--- src/rtl/boi_ram.sv ---
// Generic single write port, single read port RAM with registered read data.
`default_nettype none

module boi_ram #(
   parameter int WIDTH = 8,
   parameter int DEPTH = 16
) (
   input  wire logic                     clock,
   input  wire logic                     we,
   input  wire logic [$clog2(DEPTH)-1:0] waddr,
   input  wire logic [WIDTH-1:0]         wdata,
   input  wire logic [$clog2(DEPTH)-1:0] raddr,
   output logic      [WIDTH-1:0]         rdata
);

   logic [WIDTH-1:0] mem [DEPTH];

   // Read before write, read data registered in the cycle after the address.
   always_ff @(posedge clock) begin
      if (we) begin
         mem[waddr] <= wdata;
      end
      rdata <= mem[raddr];
   end

endmodule

`default_nettype wire

--- config.mk ---
export PLATFORM = sky130hd
export DESIGN_NAME = boi_ram
export DESIGN_NICKNAME = d
export VERILOG_FILES = /design/src/rtl/boi_ram.sv
export SDC_FILE = /design/constraint.sdc
export NUM_CORES = 1
export LEC_CHECK = 0
export BUFFER_PORTS_ARGS = -buffer_cell sky130_fd_sc_hd__buf_2
export CAP_MARGIN = 15
export CELL_PAD_IN_SITES_DETAIL_PLACEMENT = 1
export CELL_PAD_IN_SITES_GLOBAL_PLACEMENT = 2
export CORE_MARGIN = 2
export CORE_UTILIZATION = 43
export DETAILED_ROUTE_END_ITERATION = 10
export PLACE_DENSITY_LB_ADDON = 0.12
export SYNTH_ARGS = -nofsm -noshare
export SYNTH_HDL_FRONTEND = slang
export SYNTH_SLANG_ARGS = --single-unit
--- constraint.sdc ---
create_clock -name clock -period 1.7 [get_ports clock]
set_input_delay 0.085 -clock clock [delete_from_list [all_inputs] [get_ports clock]]
set_output_delay 0.085 -clock clock [all_outputs]
set_load 0.01 [all_outputs]
* Yosys cells after proc, flatten, opt, wreduce, memory -nomap -nowiden
Memories as Yosys holds them, arrays and structs flattened. A register that Yosys moved wholly into a read port is not among the register bits. Cells that the tools add are included. W data, S select, Z words.
Operators by class: mux-type cells 2
Operators with widths (count):
- $mux W1 | 2
Storage, ports and cells: register bits after elaboration 0, bits in writable memories 128, bits of input ports 18, output and inout bits 8, word-level logic and storage cells 3, memories kept 1
Memory list:
- mem | depth 16, bits a word 8, rd ports 1, clocked after Yosys merged registers in 1, write ports 1, line 16 | logic [WIDTH-1:0] mem [DEPTH];

* Depth between registers and ports, before layout
Gate-level depths: netlist of run 1.
word-level depth 2, depth in mapped cells 5, depth with buffers taken out 3

* Least setup slack after synthesis of run 1
Ideal clock, no wire load.
path kind input-to-reg, start input waddr[2], end memory mem[0][0], enable pin, library setup time 383 ps, arrival time 1195 ps, required time 1317 ps, setup slack 122 ps, stages on the path 2, path buffers 0, cell sequence or3b_2 -> nor3_1
RTL lines:
- start, declared | line 10 | input wire logic [$clog2(DEPTH)-1:0] waddr,
- end, declared | line 16
No word-level cell before the write port.

==> results of run 1 <==
[worst max-delay path by stage]
| stage | slack [ps] | from | endpoint |
|---|---|---|---|
| 6_report | 310 | mem[1][2] | rdata[2] |
| 5_1_grt | 200 | mem[1][2] | rdata[2] |
| 2_1_floorplan | 120 | waddr[2] | mem[0][0] |
| 3_3_place_gp | 210 | raddr[0] | rdata[2] |
| 4_1_cts | 280 | mem[2][2] | rdata[2] |
| 3_5_place_dp | 180 | raddr[0] | rdata[2] |
[flip-flops by register name, summed over array words and instances, names as in the netlist]
name / cells
mem: 128
rdata: 8
[layer usage]
metal	wire, µm	track usage, %	up-vias
met2	5078	27.70	60
met5	0	0	-
li1	-	-	1080
met1	4664	22.74	1293
met3	439	6.536	17
met4	194	6.748	0
[report_power, final]
part	leakage, nW	switching (W)	internal, W
Sequential	1.22	0.0000257	0.00375
Clock	0.320	0.00129	0.00264
Combinational	0.595	0.000201	0.000157
Total	2.14	0.00151	0.00655
[worst max-delay path: stages (launching register included)]
cell and delay (ps):
edfxtp_1 370, mux4_1 520, a22oi_1 310, nand2_1 90
[cells in the final DEF (no fill, tap or decap)]
master,n
buf_12,3
clkbuf_8,5
clkbuf_16,17
nor2_1,13
mux4_2,18
nand2_1,9
clkinv_2,4
a22oi_1,16
buf_4,18
or3b_2,1
nand3b_1,2
nor2b_1,1
nand2b_1,2
buf_2,25
and2b_1,1
mux4_1,14
and2_1,1
nor3_1,4
clkbuf_1,2
nand3_1,1
dfxtp_1,8
bufinv_16,4
edfxtp_1,128
[synthesized netlist by cell type, types with 2 or more instances]
cell	instances	area [µm²]
dfxtp_1	8	160.2
mux4_1	14	367.9
nand2b_1	2	12.51
buf_2	3	15.01
mux4_2	18	405.4
clkdlybuf4s25_2	3	30.03
edfxtp_1	128	3844
nand2_1	9	33.78
buf_6	3	33.78
nor2_1	13	48.80
nand3b_1	2	15.01
nor3_1	4	20.02
a22oi_1	16	120.1
[cell families after synthesis]
group / count (synthesis)
compound gates: 16
buf+inv: 10
flops: 136
mux: 32
simple gates: 35
[final cells by class]
type / instances / area (µm²) / area share (%)
well taps: 143 / 178.9 / 2.885
repair buffers: 46 / 320.3 / 5.164
multi-input cells: 83 / 1057 / 17.05
clock buffers: 24 / 501.7 / 8.090
flip-flops and latches: 136 / 4004 / 64.56
clock inverters: 8 / 140.1 / 2.259
[through the flow]
step,power [W],cells,hold slack (ps),util (%)
floorplan,0.004035,229,183.9,-
global placement,0.004203,408,475.9,48.08
detailed placement,0.004211,408,481.0,48.08
CTS,0.008142,440,39.48,53.63
global route,0.008304,440,55.31,53.63
finish,0.008057,440,51.16,53.63
==> impl_metrics.json, run 1 <==
{
  "routed_wl_um": 10380,
  "timing.final.hold_violations": 0,
  "final_nets": 302,
  "synth_top_family_by_area": "multiplexers",
  "finalWeightedCongestion": 0.6896,
  "cts_setup_buffers": 0,
  "hpwlAfterDp_um": 6401,
  "worstHoldPathCells": 1,
  "worstRegToRegCells": 3,
  "die_h_um": 113.4,
  "die_area_mm2": 0.01286,
  "postSynthAreaPerCell_um2": 22.48,
  "fillers": 1012,
  "pre_cts_ws_ps": 178.0,
  "min_to": "mem[6][3]",
  "root_buffer": "clkbuf_16",
  "status": "complete, no violations",
  "synth_cells": 229,
  "critPathLaunchType": "flop",
  "min_period_over_period_pct": 81.98,
  "drv_cap": 0,
  "power.leakage_nw": 2.139,
  "worst_pin_slew_ps": 436.0,
  "first_iter_violations": 185,
  "slew_viol_final": 0,
  "synth_compound_area_share_pct": 2.333,
  "cts_max_level": 4,
  "setup_viol": 0,
  "cts_buffer_depth": 2,
  "routedWlPerCell_um": 23.58,
  "rows": 39,
  "fin_area_mm2": 0.006202,
  "critPathKind": "flop to flop",
  "clk_latency_ps": 420,
  "antenna_found_initial": 0,
  "hold_buffers": 0,
  "cts_repair_resize_count": 0,
  "ys_warn_count": 0,
  "ys.flop_type": "edfxtp_1",
  "syn_to_final_growth_pct": 20.49,
  "grt_pass1_wl_um": 15580,
  "rrSetupSlack_ps": 310,
  "relSlewSlack_pct": 70.93,
  "crit_arrival_ps": 1700,
  "synth-simple-area-share_pct": 3.184,
  "setup_tns_ps": 0,
  "cts.clk_slew.worst_paths_ps": 60,
  "synth_edf_count": 128,
  "synth_seq_cells": 136,
  "ys_seq_area_share_pct": 77.78,
  "synthAdderAreaFrac_pct": 0,
  "core_mm2": 0.01156,
  "io_buffers": 25,
  "hold_path_class": "input port to flop",
  "num_antenna_cells": 0,
  "grt_pass1_vias": 2553,
  "cts_sinks": 136,
  "fin_crit_ps": 1394,
  "firstDrtPassIters": 4,
  "synth_cell_types": 19,
  "critPathRequiredTime_ps": 2010,
  "synth-xor-area-share_pct": 0,
  "initial_utilization_pct": 44.51,
  "finalWorstSetupSlack_ps": 306.4,
  "max_freq_ghz": 0.7176,
  "end_kind": "flop",
  "overflow": 0,
  "muxShareOfSynthArea_pct": 15.02,
  "grt_max_degree": 33,
  "synthArstFlopShare_pct": 0,
  "irDropWorstVdd_mv": 0.7408,
  "syn_area_mm2": 0.005147,
  "power_density_mw_per_mm2": 1299,
  "finalClockSkew_ps": 5.963,
  "via_per_inst": 5.568,
  "hp-start": "wdata[3]",
  "placed_area_mm2": 0.005560,
  "drive_gt1_share_pct": 31.99,
  "grt_use_total_pct": 17.66,
  "die_width_um": 113.4,
  "rsz0062_at_grt": "false",
  "cts_tree": "built",
  "r2r-start": "mem[1][2]",
  "rr_endpoint": "rdata[2]",
  "crit_fanout": 1,
  "ios": 26,
  "ant_nets": 0,
  "route.detailed.drc": 0,
  "syn_nets": 247,
  "cts_inserted_buffers": 17,
  "vias": 2450
}
Note: power is estimated with default switching activity, not from simulation.
==> inputs of run 2 (changes only) <==
==> constraint.sdc (replaced) <==
create_clock -name clock -period 1.15 [get_ports clock]
set_input_delay 0.0575 -clock clock [delete_from_list [all_inputs] [get_ports clock]]
set_output_delay 0.0575 -clock clock [all_outputs]
set_load 0.01 [all_outputs]
==> impl_metrics.json, run 2 (same netlist as run 1, synthesis figures left out) <==
{
  "num_antenna_cells": 0,
  "rsz0062_at_grt": "true",
  "slew_viol_final": 0,
  "largest_reg_flops": 128,
  "most-common-layout-cells": "edfxtp_1, mux4_2, buf_2",
  "whs_ps": 25.39,
  "hold_buffers": 0,
  "grt_pass1_vias": 2754,
  "core_mm2": 0.01156,
  "hpwlAfterDp_um": 6880,
  "vias": 2464,
  "root_buffer": "clkbuf_16",
  "grt_use_total_pct": 18.85,
  "rows": 39,
  "ant_nets": 0,
  "cts_inserted_buffers": 17,
  "route.detailed.drc": 0,
  "regArea_mm2": 0.004004,
  "die_h_um": 113.4,
  "via_per_inst": 5.463,
  "cts_max_level": 4,
  "relSlewSlack_pct": 31.34,
  "firstDrtPassIters": 4,
  "placed_area_mm2": 0.005754,
  "finalWorstSetupSlack_ps": -107.5,
  "crit_arrival_ps": 1550,
  "drv_cap": 0,
  "overflow": 0,
  "power_density_mw_per_mm2": 1928,
  "setup_viol": 8,
  "timing.final.hold_violations": 0,
  "fillers": 1000,
  "initial_utilization_pct": 44.51,
  "multiInputGateArea_mm2": 0.001119,
  "power.leakage_nw": 2.183,
  "fin_area_mm2": 0.006461,
  "cts.clk_slew.worst_paths_ps": 60,
  "min_period_over_period_pct": 109.3,
  "irDropWorstVdd_mv": 0.9779,
  "first_iter_violations": 139,
  "cts_setup_buffers": 0,
  "final_nets": 313,
  "end_kind": "flop",
  "cts_buffer_depth": 2,
  "clk_latency_ps": 420,
  "regMostFlops": "mem",
  "antenna_found_initial": 0,
  "worst_pin_slew_ps": 1028,
  "die_width_um": 113.4,
  "io_buffers": 25,
  "mostFrequentLayoutCell": "edfxtp_1",
  "finalClockSkew_ps": 7.467,
  "critPathKind": "flop to flop",
  "ios": 26,
  "cts_sinks": 136,
  "max_freq_ghz": 0.7952,
  "cts_tree": "built",
  "critPathLaunchType": "flop",
  "status": "complete, but fails checks",
  "syn_to_final_growth_pct": 25.52,
  "grt_pass1_wl_um": 16750,
  "violations": "negative setup slack",
  "die_area_mm2": 0.01286,
  "critPathRequiredTime_ps": 1450,
  "setup_tns_ps": -688.2,
  "drive_gt1_share_pct": 45.45,
  "reg_top3": "mem x128, rdata x8",
  "finalWeightedCongestion": 0.7288,
  "routedWlPerCell_um": 23.79,
  "routed_wl_um": 10730,
  "fin_crit_ps": 1258,
  "hold_path_class": "input port to flop",
  "finalPower_w": 0.01246,
  "grt_max_degree": 17,
  "crit_fanout": 1
}
run 2: cell types whose count changed in the layout (fill, tap and decap cells not counted), sizes merged:
| cell | before | now |
|---|---|---|
| bufinv | 4 | 7 |
| buf | 46 | 57 |
| clkinvlp | 0 | 3 |
| clkbuf | 24 | 18 |
run 2: report_power, final:
part | switching [W] | total, W | internal, W | leakage (nW)
logic | 0.000337 | 0.000626 | 0.000289 | 0.633
clock network | 0.00199 | 0.00625 | 0.00426 | 0.326
registers | 0.0000383 | 0.00558 | 0.00554 | 1.22
total | 0.00237 | 0.0125 | 0.0101 | 2.18
run 2: metrics by stage:
stage                     util [%]  worst slack (ps)  instances
final                        55.87            -107.5        451
after global placement       49.76            -322.3        419
after global routing         55.87            -168.4        451
after detailed placement     49.76            -341.8        419
after CTS                    55.80            -124.7        451
after floorplan                  -            -43.97        229
run 2: area by class of cell:
type                       count  share of cell area [%]
tap                          143                   2.769
timing repair buffer          57                   7.397
sequential                   136                   61.97
clock buffer                  18                   6.642
clock inverter                14                   3.912
multi-input combinational     83                   17.31
run 2: what timing repair did:
action,CTS,global route
gates cloned,0,0
gates resized for setup,21,5
pin swaps,10,6
setup endpoints to repair,8,8
run 2: worst paths after layout:
| kind | start | end | slack [ps] | depth (start not counted) |
|---|---|---|---|---|
| max | mem[10][7] | rdata[7] | -110 | 3 |
| min | wdata[7] | mem[2][7] | 30 | 1 |
| min reg2reg | mem[7][2] | rdata[2] | 680 | 3 |
| max reg2reg | mem[10][7] | rdata[7] | -110 | 3 |
run 2: layer usage:
metal / global-route usage (%) / share of wire, % / up-vias
met1: 25.08 / 45 / 1289
met5: 0 / 0 / -
met2: 28.90 / 48 / 67
met3: 5.526 / 4.2 / 18
met4: 8.943 / 2.5 / 0
li1: - / - / 1090
run 2: worst max-delay path, stage by stage, from the launching register on:
cell and delay, ps:
edfxtp_1 360, mux4_2 470, a22oi_2 210, nand2_1 90
