## src/rtl/boi_pkg.sv

```systemverilog
// Shared constants and codes for the breakpoint offset interpolator.
`default_nettype none

package boi_pkg;

   // Table and datapath sizes.
   localparam int DEPTH       = 64;
   localparam int TIME_BITS   = 48;
   localparam int OFFSET_BITS = 32;
   localparam int FRAC_BITS   = 16;
   localparam int ADDR_BITS   = $clog2(DEPTH);
   localparam int CNT_BITS    = ADDR_BITS + 1;
   localparam int SLOT_BITS   = 6;
   localparam int POINTS_BITS = 7;
   localparam int CSR_IDX_BITS  = 2;
   localparam int CSR_DATA_BITS = 7;
   localparam int OFFS_WORD_BITS = 3 * OFFSET_BITS;

   // Item commands.
   localparam logic CMD_LOAD  = 1'b0;
   localparam logic CMD_QUERY = 1'b1;

   // Configuration register indexes.
   localparam logic [CSR_IDX_BITS-1:0] REG_POINTS_IN_USE = 2'd0;
   localparam logic [CSR_IDX_BITS-1:0] REG_STRICT_RANGE  = 2'd1;

   // Where a query time fell relative to the table.
   localparam logic [1:0] WHERE_INSIDE = 2'd0;
   localparam logic [1:0] WHERE_BEFORE = 2'd1;
   localparam logic [1:0] WHERE_AFTER  = 2'd2;
   localparam logic [1:0] WHERE_EMPTY  = 2'd3;

endpackage

`default_nettype wire

```

## src/rtl/boi_frac_div.sv

```systemverilog
// Restoring divider that forms floor(num * 2^FRAC_BITS / den) one bit per cycle.
`default_nettype none

module boi_frac_div (
   input  wire logic                            clock,
   input  wire logic                            reset,
   input  wire logic                            start,
   input  wire logic [boi_pkg::TIME_BITS-1:0]   num,
   input  wire logic [boi_pkg::TIME_BITS-1:0]   den,
   output logic                                 done,
   output logic      [boi_pkg::FRAC_BITS:0]     quot
);

   import boi_pkg::*;

   localparam int STEP_BITS = $clog2(FRAC_BITS + 1);

   logic                   active_ff, active_in;
   logic                   done_ff, done_in;
   logic [STEP_BITS-1:0]   step_ff, step_in;
   logic [TIME_BITS-1:0]   rem_ff, rem_in;
   logic [TIME_BITS-1:0]   den_ff, den_in;
   logic [FRAC_BITS:0]     quot_ff, quot_in;
   logic [TIME_BITS:0]     shifted;
   logic [TIME_BITS:0]     diff;
   logic                   ge;

   // One restoring step: the first step has no shift and gives the integer bit.
   always_comb begin
      shifted = (step_ff == '0) ? {1'b0, rem_ff} : {rem_ff, 1'b0};
      diff    = shifted - {1'b0, den_ff};
      ge      = (shifted >= {1'b0, den_ff});
   end

   always_comb begin
      active_in = active_ff;
      done_in   = 1'b0;
      step_in   = step_ff;
      rem_in    = rem_ff;
      den_in    = den_ff;
      quot_in   = quot_ff;
      if (start) begin
         active_in = 1'b1;
         step_in   = '0;
         rem_in    = num;
         den_in    = den;
         quot_in   = '0;
      end else if (active_ff) begin
         rem_in  = ge ? diff[TIME_BITS-1:0] : shifted[TIME_BITS-1:0];
         quot_in = {quot_ff[FRAC_BITS-1:0], ge};
         step_in = step_ff + STEP_BITS'(1);
         if (step_ff == STEP_BITS'(FRAC_BITS)) begin
            active_in = 1'b0;
            done_in   = 1'b1;
         end
      end
   end

   // Control state.
   always_ff @(posedge clock) begin
      if (reset) begin
         active_ff <= 1'b0;
         done_ff   <= 1'b0;
      end else begin
         active_ff <= active_in;
         done_ff   <= done_in;
      end
   end

   // Datapath state.
   always_ff @(posedge clock) begin
      step_ff <= step_in;
      rem_ff  <= rem_in;
      den_ff  <= den_in;
      quot_ff <= quot_in;
   end

   assign done = done_ff;
   assign quot = quot_ff;

endmodule

`default_nettype wire

```

## config.mk

```make
export PLATFORM = sky130hd
export DESIGN_NAME = boi_frac_div
export DESIGN_NICKNAME = d
export VERILOG_FILES = /design/src/rtl/boi_pkg.sv /design/src/rtl/boi_frac_div.sv
export SDC_FILE = /design/constraint.sdc
export NUM_CORES = 1
export LEC_CHECK = 0
export ABC_CLOCK_PERIOD_IN_PS = 6180
export BUFFER_PORTS_ARGS = -buffer_cell sky130_fd_sc_hd__buf_2
export CAP_MARGIN = 15
export CORE_MARGIN = 2
export CORE_UTILIZATION = 61
export DETAILED_ROUTE_END_ITERATION = 16
export MAX_ROUTING_LAYER = met4
export PLACE_DENSITY = 0.84
export SYNTH_ARGS = -nofsm -noshare
export SYNTH_HDL_FRONTEND = slang
export SYNTH_SLANG_ARGS = --single-unit
```

## constraint.sdc

```tcl
create_clock -name clock -period 6.18 [get_ports clock]
set_input_delay 0.927 -clock clock [delete_from_list [all_inputs] [get_ports clock]]
set_output_delay 0.927 -clock clock [all_outputs]
set_load 0.02 [all_outputs]
```

# Word-level counts from Yosys, hierarchy flattened
# Index checks and enable logic that the tools add are counted.
classes:
  n_bitwise: 1
  add_sub_neg: 2
  n_eq_ne: 1
  n_reduce_logical: 3
  n_mux: 8
  n_lt_le_gt_ge: 1
ops:
  columns: ["op", "n"]
  rows:
  - ["two-way mux 48 bit", 3]
  - ["greater-or-equal comparator 49 x 48 -> 1 bit", 1]
  - ["two-way mux 49 bit", 1]
  - ["subtractor 48 bit", 1]
  - ["adder 5 x 1 -> 5 bit (second input constant)", 1]
  - ["equality test 5 bit (second input constant)", 1]
  - ["logical NOT 5 bit", 1]
  - ["two-way mux 1 bit", 4]
  - ["OR reduction 3 bit", 1]
  - ["nonzero test 2 bit", 1]
  - ["inverter 1 bit", 1]
totals:
  output_inout_bits: 18
  word_cells: 22
  ff_bits: 120

# Logic depth before layout (Yosys ltp)
# Gate-level depths: netlist of run 1.
depth:
  word_depth: 6
  mapped_depth: 20

# Worst setup path before layout of run 1
# Ideal clock, no wire load.
synth_path:
  path_kind: "flip-flop to flip-flop"
  startpoint: "register step_ff[0]"
  endpoint: "register rem_ff[38] (data pin)"
  slack_ps: 1996
  t_required_ps: 5920
  period_less_slack_ps: 4184
  arrival_time_ps: 3925
  stages_incl_launch_ff: 21
  path_cell_list: "dfxtp_1 inv_1 ha_1 nand2_1 nor2_1 clkbuf_1 buf_1 mux2_2 ha_1 buf_2 o21ai_1 nor2_1 o311ai_1 a31oi_1 a311o_1 a31o_1 buf_6 buf_6 nor2_1 a21oi_1 mux2_2"
synth_via:
  elab_chain_cells: 6
synth_lines:
  columns: ["element", "line", "source"]
  rows:
  - ["start, declared", "boi_frac_div.sv:20", "logic [STEP_BITS-1:0] step_ff, step_in;"]
  - ["start signal, assigned", "boi_frac_div.sv:72", "step_ff <= step_in;"]
  - ["logical NOT 5 bit *", "boi_frac_div.sv:30", "shifted = (step_ff == '0) ? {1'b0, rem_ff} : {rem_ff, 1'b0};"]
  - ["two-way mux 49 bit *", "boi_frac_div.sv:30", null]
  - ["subtractor 48 bit / greater-or-equal comparator 49 x 48 -> 1 bit (equally long branches)", "boi_frac_div.sv:31, boi_frac_div.sv:32", null]
  - ["two-way mux 48 bit *", "boi_frac_div.sv:49", "rem_in = ge ? diff[TIME_BITS-1:0] : shifted[TIME_BITS-1:0];"]
  - ["two-way mux 48 bit *", "boi_frac_div.sv:48", "end else if (active_ff) begin"]
  - ["two-way mux 48 bit *", "boi_frac_div.sv:42", "if (start) begin"]
  - ["named net rem_in[38]", "boi_frac_div.sv:21", "logic [TIME_BITS-1:0] rem_ff, rem_in;"]
  - ["end signal, assigned", "boi_frac_div.sv:73", "rem_ff <= rem_in;"]
  - ["end, declared", "boi_frac_div.sv:21", null]
# Mark *: on every way through the listed nets, which the timed path passes. The rest lies on a longest branch. The select of a mux whose other input is x is not followed.
# A chain may end at the register's enable or synchronous reset.

# Worst setup path after layout of run 1
layout_path:
  startpoint: "register step_ff[0]"
  endpoint: "register rem_ff[28] (data pin)"
# The elaborated chain is that of the path after synthesis.

==> results of run 1 <==
synthesized netlist by cell type, types with 20 or more instances:
| cell type | instances |
|---|---|
| sky130_fd_sc_hd__inv_1 | 66 |
| sky130_fd_sc_hd__ha_1 | 50 |
| sky130_fd_sc_hd__xnor2_1 | 27 |
| sky130_fd_sc_hd__nor2_1 | 88 |
| sky130_fd_sc_hd__dfxtp_1 | 24 |
| sky130_fd_sc_hd__o21ai_0 | 27 |
| sky130_fd_sc_hd__a21oi_1 | 98 |
| sky130_fd_sc_hd__clkbuf_1 | 28 |
| sky130_fd_sc_hd__nand2_1 | 57 |
| sky130_fd_sc_hd__edfxtp_1 | 96 |
| sky130_fd_sc_hd__mux2_2 | 58 |
| sky130_fd_sc_hd__nand4_1 | 20 |
| sky130_fd_sc_hd__mux2i_1 | 34 |
| sky130_fd_sc_hd__o21ai_1 | 32 |
cell type report:
cell class                      count  share of cell area [%]
Timing Repair Buffer              123                    6.66
Clock inverter                     11                   0.887
Tap cell                          180                    2.31
Clock buffer                       21                    5.06
Inverter                           68                    2.62
Multi-Input combinational cell    665                    47.9
Sequential cell                   120                    34.6
placed cells by master (no fill, tap or decap), drive strengths merged, types with 9 or more instances in the layout:
cell and count:
mux2i 34, buf 123, mux2 58, dfxtp 24
nor3 15, ha 50, nand4 20, inv 71
nor2 88, clkbuf 21, o21bai 11, xor2 11
xnor2 27, nand2 57, nand3 18, a21o 18
edfxtp 96, a211oi 9, o21ai 60, a31oi 9
a21oi 102
worst max-delay path: stages, from the launching register on:
cell and delay, ns:
sky130_fd_sc_hd__dfxtp_1 0.35, sky130_fd_sc_hd__inv_1 0.07, sky130_fd_sc_hd__ha_1 0.18, sky130_fd_sc_hd__nand2_1 0.10, sky130_fd_sc_hd__nor2_4 0.57, sky130_fd_sc_hd__buf_4 0.34
sky130_fd_sc_hd__mux2_2 0.37, sky130_fd_sc_hd__ha_1 0.40, sky130_fd_sc_hd__nand2_1 0.16, sky130_fd_sc_hd__nor4_1 0.63, sky130_fd_sc_hd__nand4_1 0.17, sky130_fd_sc_hd__a31oi_1 0.21
sky130_fd_sc_hd__a311o_1 0.17, sky130_fd_sc_hd__a31o_4 0.50, sky130_fd_sc_hd__buf_12 0.30, sky130_fd_sc_hd__nor2b_1 0.07, sky130_fd_sc_hd__a31oi_1 0.18, sky130_fd_sc_hd__a21oi_1 0.10
sequential cells by signal, indices dropped and copies added (netlist names):
name	flops
den_ff	48
rem_ff	48
quot	17
done	1
step_ff	5
active_ff	1
through the flow:
| stage | instances | cell area, um^2 |
|---|---|---|
| after global routing | 1188 | 9730 |
| after floorplan | 906 | 8520 |
| after CTS | 1188 | 9730 |
| after global placement | 1156 | 9160 |
| after detailed placement | 1156 | 9160 |
| final | 1188 | 9730 |
cell families (layout without fill, tap and decap cells):
kind of cell / count (synthesis) / in the layout
muxes: 92 / 92
AOI/OAI and AO/OA: 244 / 244
and+or+nand+nor: 240 / 240
DFF: 120 / 120
adders and majority gates: 51 / 51
buffers and inverters: 121 / 223
xor gates and xnor gates: 38 / 38
where the power goes:
group | switching, mW | leakage (nW) | internal, mW
sequential | 0.0689 | 1.14 | 1.07
clock | 0.377 | 0.289 | 0.575
combinational | 1.44 | 2.69 | 1.04
layer usage:
metal  vias up  GRT usage (%)  routed length [um]
li1       3476              -                   -
met1      3322           34.7                8410
met2       276           46.0                9660
met3        55           4.78                1130
met4         0           11.8                 531
met5         -              -                   0
final timing paths:
| path | startpoint | end | slack (ns) | cells after the start |
|---|---|---|---|---|
| max | step_ff[0] | rem_ff[28] | 1.02 | 17 |
| min | quot[9] | quot[9] | 0.52 | 2 |
| max reg2reg | step_ff[0] | rem_ff[28] | 1.02 | 17 |
| min reg2reg | quot[9] | quot[9] | 0.52 | 2 |
==> qor.json, run 1 <==
{
  "sequential_cell_area": {"value": 0.00336, "unit": "mm^2"},
  "syn_inst": {"value": 906},
  "placement_rows": {"value": 43},
  "path_class": {"value": "register to register"},
  "hold_ws": {"value": 0.519, "unit": "ns"},
  "yosys_most_used_dff": {"value": "sky130_fd_sc_hd__edfxtp_1"},
  "syn-mean-instance-area": {"value": 9.40, "unit": "um^2"},
  "core-area": {"value": 0.0138, "unit": "mm^2"},
  "worst_slew_margin_rel": {"value": 49.3, "unit": "%"},
  "cts_max_path_buffers": {"value": 2},
  "finalWorstPathRequiredPeriod": {"value": 5.16, "unit": "ns"},
  "die_width": {"value": 122, "unit": "um"},
  "wirelength": {"value": 19.7, "unit": "mm"},
  "dr.first_iter.drc_count": {"value": 638},
  "tritoncts": {"value": "yes"},
  "cts_post_setup_buffers_inserted": {"value": 0},
  "area_added_between_synthesis_and_finish": {"value": 14.2, "unit": "%"},
  "data_required_time_at_the_worst_endpoint": {"value": 6.32, "unit": "ns"},
  "mux_share_of_post_synthesis_cell_area": {"value": 11.7, "unit": "%"},
  "cellLeakagePower": {"value": 4.12, "unit": "nW"},
  "vias_per_cell": {"value": 6.00},
  "h-tree-depth": {"value": 4},
  "synth.net_count": {"value": 1056},
  "synth_largest_type_area_fraction": {"value": 33.8, "unit": "%"},
  "synth_top_area_cell": {"value": "sky130_fd_sc_hd__edfxtp_1"},
  "placement.io_buffers": {"value": 116},
  "number_of_global_route_vias_before_repair": {"value": 6923},
  "timing.fmax": {"value": 194, "unit": "MHz"},
  "largest_family_of_logic_cells_by_synthesized_area": {"value": "compound AO/OA/AOI/OAI gates"},
  "pwr_density_cell": {"value": 470, "unit": "mW/mm^2"},
  "synth.distinct_cells": {"value": 68},
  "synth_simple_gate_area_share": {"value": 13.4, "unit": "%"},
  "max_slew.worst_pin.slew": {"value": 0.761, "unit": "ns"},
  "antenna_cells_inserted": {"value": 0},
  "yosysWarningCount": {"value": 0},
  "wl_per_cell": {"value": 16.6, "unit": "um"},
  "start_kind": {"value": "register"},
  "vdd_drop_max": {"value": 0.300, "unit": "mV"},
  "synthAdderAreaFrac": {"value": 7.58, "unit": "%"},
  "numCtsBuffers": {"value": 17},
  "fin_skew": {"value": 0.00938, "unit": "ns"},
  "synth_sequential_area_ratio": {"value": 39.5, "unit": "%"},
  "syn-cell-area": {"value": 0.00852, "unit": "mm^2"},
  "ios": {"value": 117},
  "floorplan.initialDensity": {"value": 61.9, "unit": "%"},
  "design.die.area": {"value": 0.0149, "unit": "mm^2"},
  "synth-compound-area-share": {"value": 18.0, "unit": "%"},
  "cts.clk_slew.worst_paths": {"value": 0.06, "unit": "ns"},
  "antenna_found_initial": {"value": 0},
  "post-route-period-util": {"value": 83.5, "unit": "%"},
  "status": {"value": "finished clean"},
  "synth.area.top_cells": {"value": "sky130_fd_sc_hd__edfxtp_1 (34%), sky130_fd_sc_hd__mux2_2 (7.7%), sky130_fd_sc_hd__ha_1 (7.3%), sky130_fd_sc_hd__a21oi_1 (5.8%), sky130_fd_sc_hd__dfxtp_1 (5.6%)"},
  "global_route.overflow_total": {"value": 0},
  "grt_max_degree": {"value": 72},
  "grt_setup_unrepaired": {"value": "no"},
  "dp.final_hpwl": {"value": 13.9, "unit": "mm"},
  "clk_root_buffer_cell": {"value": "sky130_fd_sc_hd__clkbuf_16"},
  "cp.arrival": {"value": 5.30, "unit": "ns"},
  "finalSetupViolations": {"value": 0},
  "asyncSetResetFlopFracSynth": {"value": 0, "unit": "%"},
  "antenna_violating_nets_post_route": {"value": 0},
  "setup_total_negative_slack": {"value": 0, "unit": "ns"},
  "global_route_wire_length_before_repair": {"value": 32.1, "unit": "mm"},
  "timing.critical_path.to_type": {"value": "register"},
  "multiInputGateArea": {"value": 0.00466, "unit": "mm^2"},
  "finish.net_count": {"value": 1145},
  "ctsHoldBuffers": {"value": 0},
  "globalRouteTotalUtil": {"value": 28.2, "unit": "%"},
  "path_max_fanout": {"value": 48},
  "floorplan.die.height": {"value": 122, "unit": "um"},
  "max_transition_viols_final": {"value": 0},
  "ys_ff_latch": {"value": 120},
  "post_route_cells_drive_above_1_share": {"value": 23.5, "unit": "%"},
  "post_cts_resize_count": {"value": 0},
  "drcViolationCount": {"value": 0},
  "globalplace.congestion": {"value": 0.945},
  "num_vias": {"value": 7129},
  "final_core_utilization": {"value": 70.7, "unit": "%"},
  "synthXorXnorAreaFrac": {"value": 3.91, "unit": "%"},
  "fillers": {"value": 1066},
  "tritoncts_num_sinks": {"value": 120},
  "dp_worst_setup_slack": {"value": 1.16, "unit": "ns"},
  "setup_slack": {"value": 1.02, "unit": "ns"},
  "post-layout-total-power": {"value": 4.57, "unit": "mW"},
  "synth_edf_count": {"value": 96},
  "maxCapViolCount": {"value": 0},
  "final-hold-violation-count": {"value": 0},
  "clock_insertion_delay_worst_skew": {"value": 0.43, "unit": "ns"},
  "hold_path_class": {"value": "register to register"},
  "dr.pass1.iters": {"value": 5}
}
No activity file was read; power rests on OpenSTA's default activity.
==> run 2, diff against run 1 <==
--- a/config.mk
+++ b/config.mk
@@ -5,14 +5,15 @@
 export SDC_FILE = /design/constraint.sdc
 export NUM_CORES = 1
 export LEC_CHECK = 0
-export ABC_CLOCK_PERIOD_IN_PS = 6180
+export ABC_AREA = 1
+export ABC_CLOCK_PERIOD_IN_PS = 4700
 export BUFFER_PORTS_ARGS = -buffer_cell sky130_fd_sc_hd__buf_2
 export CAP_MARGIN = 15
 export CORE_MARGIN = 2
-export CORE_UTILIZATION = 61
+export CORE_UTILIZATION = 55
 export DETAILED_ROUTE_END_ITERATION = 16
 export MAX_ROUTING_LAYER = met4
-export PLACE_DENSITY = 0.84
+export PLACE_DENSITY = 0.79
 export SYNTH_ARGS = -nofsm -noshare
 export SYNTH_HDL_FRONTEND = slang
 export SYNTH_SLANG_ARGS = --single-unit
==> constraint.sdc (replaced) <==
create_clock -name clock -period 4.7 [get_ports clock]
set_input_delay 0.705 -clock clock [delete_from_list [all_inputs] [get_ports clock]]
set_output_delay 0.705 -clock clock [all_outputs]
set_load 0.02 [all_outputs]
==> run 2 against run 1 <==
- global-route usage rose by 2.8 points
- via count rose by 40%
- die area rose by 33%
- cell count rose by 69%
- first-iteration DRC count fell by 18%
- area after synthesis rose by 21%
- synthesized cell count rose by 82%
- flip-flop and latch count did not move
- clock power rose by 39%
- critical endpoint unchanged
- highest routed layer unchanged
==> qor.json, run 2 <==
{
  "status": {"value": "finished clean"},
  "design.die.area": {"value": 0.0199, "unit": "mm^2", "change": "+33%"},
  "vdd_drop_max": {"value": 0.260, "unit": "mV", "change": "-13%"},
  "path_class": {"value": "register to register"},
  "finish.instance_area": {"value": 0.0117, "unit": "mm^2", "change": "+20%"},
  "syn-mean-instance-area": {"value": 6.26, "unit": "um^2", "change": "-33%"},
  "synth.distinct_cells": {"value": 35, "change": "-49%"},
  "numCtsBuffers": {"value": 17, "change": "unchanged"},
  "vias_per_cell": {"value": 4.97, "change": "-17%"},
  "cts_max_path_buffers": {"value": 2, "change": "unchanged"},
  "yosys_most_used_dff": {"value": "sky130_fd_sc_hd__edfxtp_1"},
  "global_route_wire_length_before_repair": {"value": 46.8, "unit": "mm", "change": "+46%"},
  "post_cts_resize_count": {"value": 0, "change": "unchanged"},
  "gr-usage-met1": {"value": 38.5, "unit": "%", "change": "+3.8 points"},
  "cts_post_setup_buffers_inserted": {"value": 0, "change": "unchanged"},
  "final_core_utilization": {"value": 62.8, "unit": "%", "change": "-7.9 points"},
  "floorplan.die.height": {"value": 141, "unit": "um", "change": "+15%"},
  "max_transition_viols_final": {"value": 0, "change": "unchanged"},
  "path_max_fanout": {"value": 95, "change": "+98%"},
  "number_of_global_route_vias_before_repair": {"value": 9552, "change": "+38%"},
  "area_added_between_synthesis_and_finish": {"value": 13.0, "unit": "%"},
  "yosysWarningCount": {"value": 0, "change": "unchanged"},
  "floorplan.initialDensity": {"value": 55.6, "unit": "%", "change": "-6.3 points"},
  "post-route-period-util": {"value": 82.9, "unit": "%", "change": "-0.61 points"},
  "antenna_violating_nets_post_route": {"value": 0, "change": "unchanged"},
  "synth_simple_gate_area_share": {"value": 37.1, "unit": "%", "change": "+24 points"},
  "switching_power": {"value": 2.51, "unit": "mW", "change": "+33%"},
  "synth_most_common_cell": {"value": "sky130_fd_sc_hd__nand2_1"},
  "placement_rows": {"value": 50, "change": "+16%"},
  "synthXorXnorAreaFrac": {"value": 2.12, "unit": "%", "change": "-1.8 points"},
  "dr.pass1.iters": {"value": 5, "change": "unchanged"},
  "maxCapViolCount": {"value": 0, "change": "unchanged"},
  "globalRouteTotalUtil": {"value": 31.0, "unit": "%", "change": "+2.8 points"},
  "core-area": {"value": 0.0186, "unit": "mm^2", "change": "+35%"},
  "setup_slack": {"value": 0.803, "unit": "ns", "change": "-0.215 ns"},
  "hold_ws": {"value": 0.445, "unit": "ns", "change": "-0.0741 ns"},
  "syn_inst": {"value": 1650, "change": "+82%"},
  "finish.net_count": {"value": 1905, "change": "+66%"},
  "global_route.overflow_total": {"value": 0, "change": "unchanged"},
  "p_sw_share": {"value": 45.2, "unit": "%", "change": "+3.9 points"},
  "h-tree-depth": {"value": 4, "change": "unchanged"},
  "tritoncts": {"value": "yes"},
  "hold_path_class": {"value": "primary input to register"},
  "post_route_cells_drive_above_1_share": {"value": 11.5, "unit": "%", "change": "-12 points"},
  "synth_largest_type_area_fraction": {"value": 27.9, "unit": "%", "change": "-5.9 points"},
  "synth.net_count": {"value": 1800, "change": "+70%"},
  "setup_total_negative_slack": {"value": 0, "unit": "ns", "change": "unchanged"},
  "largest_family_of_logic_cells_by_synthesized_area": {"value": "simple AND/OR/NAND/NOR gates"},
  "clk_root_buffer_cell": {"value": "sky130_fd_sc_hd__clkbuf_16"},
  "antenna_found_initial": {"value": 0, "change": "unchanged"},
  "synth_top_cells_by_count": {"value": "sky130_fd_sc_hd__nand2_1 (619), sky130_fd_sc_hd__inv_1 (390), sky130_fd_sc_hd__nand3_1 (133)"},
  "syn-cell-area": {"value": 0.0103, "unit": "mm^2", "change": "+21%"},
  "cts.clk_slew.worst_paths": {"value": 0.06, "unit": "ns", "change": "about the same"},
  "synth_edf_count": {"value": 96, "change": "unchanged"},
  "clock_power_share": {"value": 23.8, "unit": "%", "change": "+3.0 points"},
  "synth_sequential_area_ratio": {"value": 32.6, "unit": "%", "change": "-6.9 points"},
  "ctsHoldBuffers": {"value": 0, "change": "unchanged"},
  "worst_slew_margin_rel": {"value": 30.2, "unit": "%", "change": "-19 points"},
  "place_area": {"value": 0.0111, "unit": "mm^2", "change": "+21%"},
  "wirelength": {"value": 29.6, "unit": "mm", "change": "+50%"},
  "synthAdderAreaFrac": {"value": 6.25, "unit": "%", "change": "-1.3 points"},
  "antenna_cells_inserted": {"value": 0, "change": "unchanged"},
  "combinational_cell_fraction_of_total_power": {"value": 50.9, "unit": "%", "change": "-3.3 points"},
  "leading_cell_types_in_the_layout_fill_and_taps_excluded": {"value": "sky130_fd_sc_hd__nand2_1 (619), sky130_fd_sc_hd__inv_1 (389), sky130_fd_sc_hd__nand3_1 (133), sky130_fd_sc_hd__buf_2 (115), sky130_fd_sc_hd__edfxtp_1 (96)"},
  "finalSetupViolations": {"value": 0, "change": "unchanged"},
  "post_layout_nonfiller_instances": {"value": 2002, "change": "+69%"},
  "gr-usage-met2": {"value": 52.6, "unit": "%", "change": "+6.6 points"},
  "dp.final_hpwl": {"value": 22.8, "unit": "mm", "change": "+64%"},
  "layout.cells.most_common": {"value": "sky130_fd_sc_hd__nand2_1"},
  "grt_setup_unrepaired": {"value": "no"},
  "pwr_density_cell": {"value": 476, "unit": "mW/mm^2", "change": "+1.4%"},
  "clock_insertion_delay_worst_skew": {"value": 0.43, "unit": "ns", "change": "about the same"},
  "drcViolationCount": {"value": 0, "change": "unchanged"},
  "start_kind": {"value": "register"},
  "cellInternalPower": {"value": 3.04, "unit": "mW", "change": "+13%"},
  "dr.first_iter.drc_count": {"value": 523, "change": "-18%"},
  "data_required_time_at_the_worst_endpoint": {"value": 4.87, "unit": "ns", "change": "-1.45 ns"},
  "num_vias": {"value": 9945, "change": "+40%"},
  "mux_share_of_post_synthesis_cell_area": {"value": 0, "unit": "%", "change": "-12 points"},
  "timing.critical_path.to_type": {"value": "register"},
  "finalWorstPathRequiredPeriod": {"value": 3.90, "unit": "ns", "change": "-1.26 ns"},
  "fillers": {"value": 1745, "change": "+64%"},
  "synth-compound-area-share": {"value": 5.30, "unit": "%", "change": "-13 points"},
  "cellLeakagePower": {"value": 6.54, "unit": "nW", "change": "+59%"},
  "dp_worst_setup_slack": {"value": 0.930, "unit": "ns", "change": "-0.227 ns"},
  "placed_cells": {"value": 1969, "change": "+70%"},
  "globalplace.congestion": {"value": 0.958, "change": "+1.5%"},
  "fin_skew": {"value": 0.0156, "unit": "ns", "change": "+0.00624 ns"},
  "ys_ff_latch": {"value": 120, "change": "unchanged"},
  "seq_power_share": {"value": 25.3, "unit": "%", "change": "+0.3 points"},
  "max_slew.worst_pin.slew": {"value": 1.05, "unit": "ns", "change": "+0.286 ns"},
  "tritoncts_num_sinks": {"value": 120, "change": "unchanged"},
  "grt_busiest_layer": {"value": "met2"},
  "synth.area.top_cells": {"value": "sky130_fd_sc_hd__edfxtp_1 (28%), sky130_fd_sc_hd__nand2_1 (23%), sky130_fd_sc_hd__inv_1 (14%), sky130_fd_sc_hd__nand3_1 (6.4%), sky130_fd_sc_hd__ha_1 (6.1%)"},
  "placement.io_buffers": {"value": 116, "change": "unchanged"},
  "grt_use_met3": {"value": 4.59, "unit": "%", "change": "-0.19 points"},
  "ios": {"value": 117, "change": "unchanged"},
  "cp.arrival": {"value": 4.07, "unit": "ns", "change": "-1.23 ns"},
  "wl_per_cell": {"value": 14.8, "unit": "um", "change": "-11%"},
  "post-layout-total-power": {"value": 5.55, "unit": "mW", "change": "+21%"},
  "die_width": {"value": 141, "unit": "um", "change": "+15%"},
  "final-hold-violation-count": {"value": 0, "change": "unchanged"},
  "grt_max_degree": {"value": 96, "change": "+33%"},
  "asyncSetResetFlopFracSynth": {"value": 0, "unit": "%", "change": "unchanged"},
  "synth_top_area_cell": {"value": "sky130_fd_sc_hd__edfxtp_1"},
  "timing.fmax": {"value": 257, "unit": "MHz", "change": "+32%"}
}
run 2: cell count changes after synthesis, moves of 11 or more:
cell | before | now
sky130_fd_sc_hd__nand2_1 | 57 | 619
sky130_fd_sc_hd__o21ai_0 | 27 | 54
sky130_fd_sc_hd__o21ai_1 | 32 | 1
sky130_fd_sc_hd__inv_1 | 66 | 390
sky130_fd_sc_hd__nor2_2 | 0 | 11
sky130_fd_sc_hd__a21oi_1 | 98 | 28
sky130_fd_sc_hd__nand3_2 | 0 | 16
sky130_fd_sc_hd__nand3_1 | 18 | 133
sky130_fd_sc_hd__mux2_2 | 58 | 0
sky130_fd_sc_hd__clkbuf_1 | 28 | 17
sky130_fd_sc_hd__o22ai_1 | 0 | 14
sky130_fd_sc_hd__a21o_1 | 18 | 1
sky130_fd_sc_hd__mux2i_1 | 34 | 0
run 2: logic make-up (layout without fill, tap and decap cells):
| kind of cell | after synthesis | count (layout) |
|---|---|---|
| flip-flops | 120 | 120 |
| adder cells (fa/ha/maj) | 51 | 51 |
| AO/OA/AOI/OAI | 103 | 103 |
| AND/OR/NAND/NOR | 914 | 914 |
| buffers and inverters | 437 | 555 |
| XOR/XNOR | 25 | 25 |
run 2: cell type report:
class	count	area (um^2)	area share, %
tap	234	293	2.51
clock inverter	12	101	0.869
clock buffer	20	483	4.14
sequential	120	3360	28.8
inverter	397	1490	12.8
timing repair buffer	126	683	5.86
multi-input combinational	1093	5250	45.0
run 2: layer usage:
layer,vias up,part of all wire (%)
met5,-,0
met4,0,1.9
met3,40,4.5
met2,251,48
met1,4414,46
li1,5240,-
run 2: final timing paths:
kind,slack [ns],cells after the start,end,from
setup / recovery,0.80,17,rem_ff[28],step_ff[1]
hold / removal,0.45,1,den_ff[44],den[44]
setup reg to reg,0.80,17,rem_ff[28],step_ff[1]
hold reg to reg,0.47,2,quot[16],quot[16]
run 2: power by group through the flow:
stage / clock network (mW) / logic [mW] / registers, mW
after global routing: 1.38 / 3.19 / 1.42
final: 1.32 / 2.83 / 1.40
after floorplan: 0 / 2.11 / 1.41
after global placement: 0 / 2.75 / 1.42
after detailed placement: 0 / 2.77 / 1.43
after CTS: 1.34 / 2.80 / 1.41
run 2: worst max-delay path: stages, from the launching register on:
cell and delay, ns:
sky130_fd_sc_hd__dfxtp_1 0.39, sky130_fd_sc_hd__inv_1 0.08, sky130_fd_sc_hd__ha_1 0.23, sky130_fd_sc_hd__nand3_2 0.11, sky130_fd_sc_hd__buf_12 0.30, sky130_fd_sc_hd__o21ai_0 0.18, sky130_fd_sc_hd__ha_1 0.41, sky130_fd_sc_hd__nand2_1 0.15
sky130_fd_sc_hd__nor2_1 0.09, sky130_fd_sc_hd__nand2_1 0.20, sky130_fd_sc_hd__nor2_1 0.12, sky130_fd_sc_hd__nand3_1 0.13, sky130_fd_sc_hd__nand2_1 0.10, sky130_fd_sc_hd__a21oi_4 0.11, sky130_fd_sc_hd__buf_4 0.58, sky130_fd_sc_hd__nand3_1 0.18
sky130_fd_sc_hd__nand3_1 0.14, sky130_fd_sc_hd__nand2_1 0.07
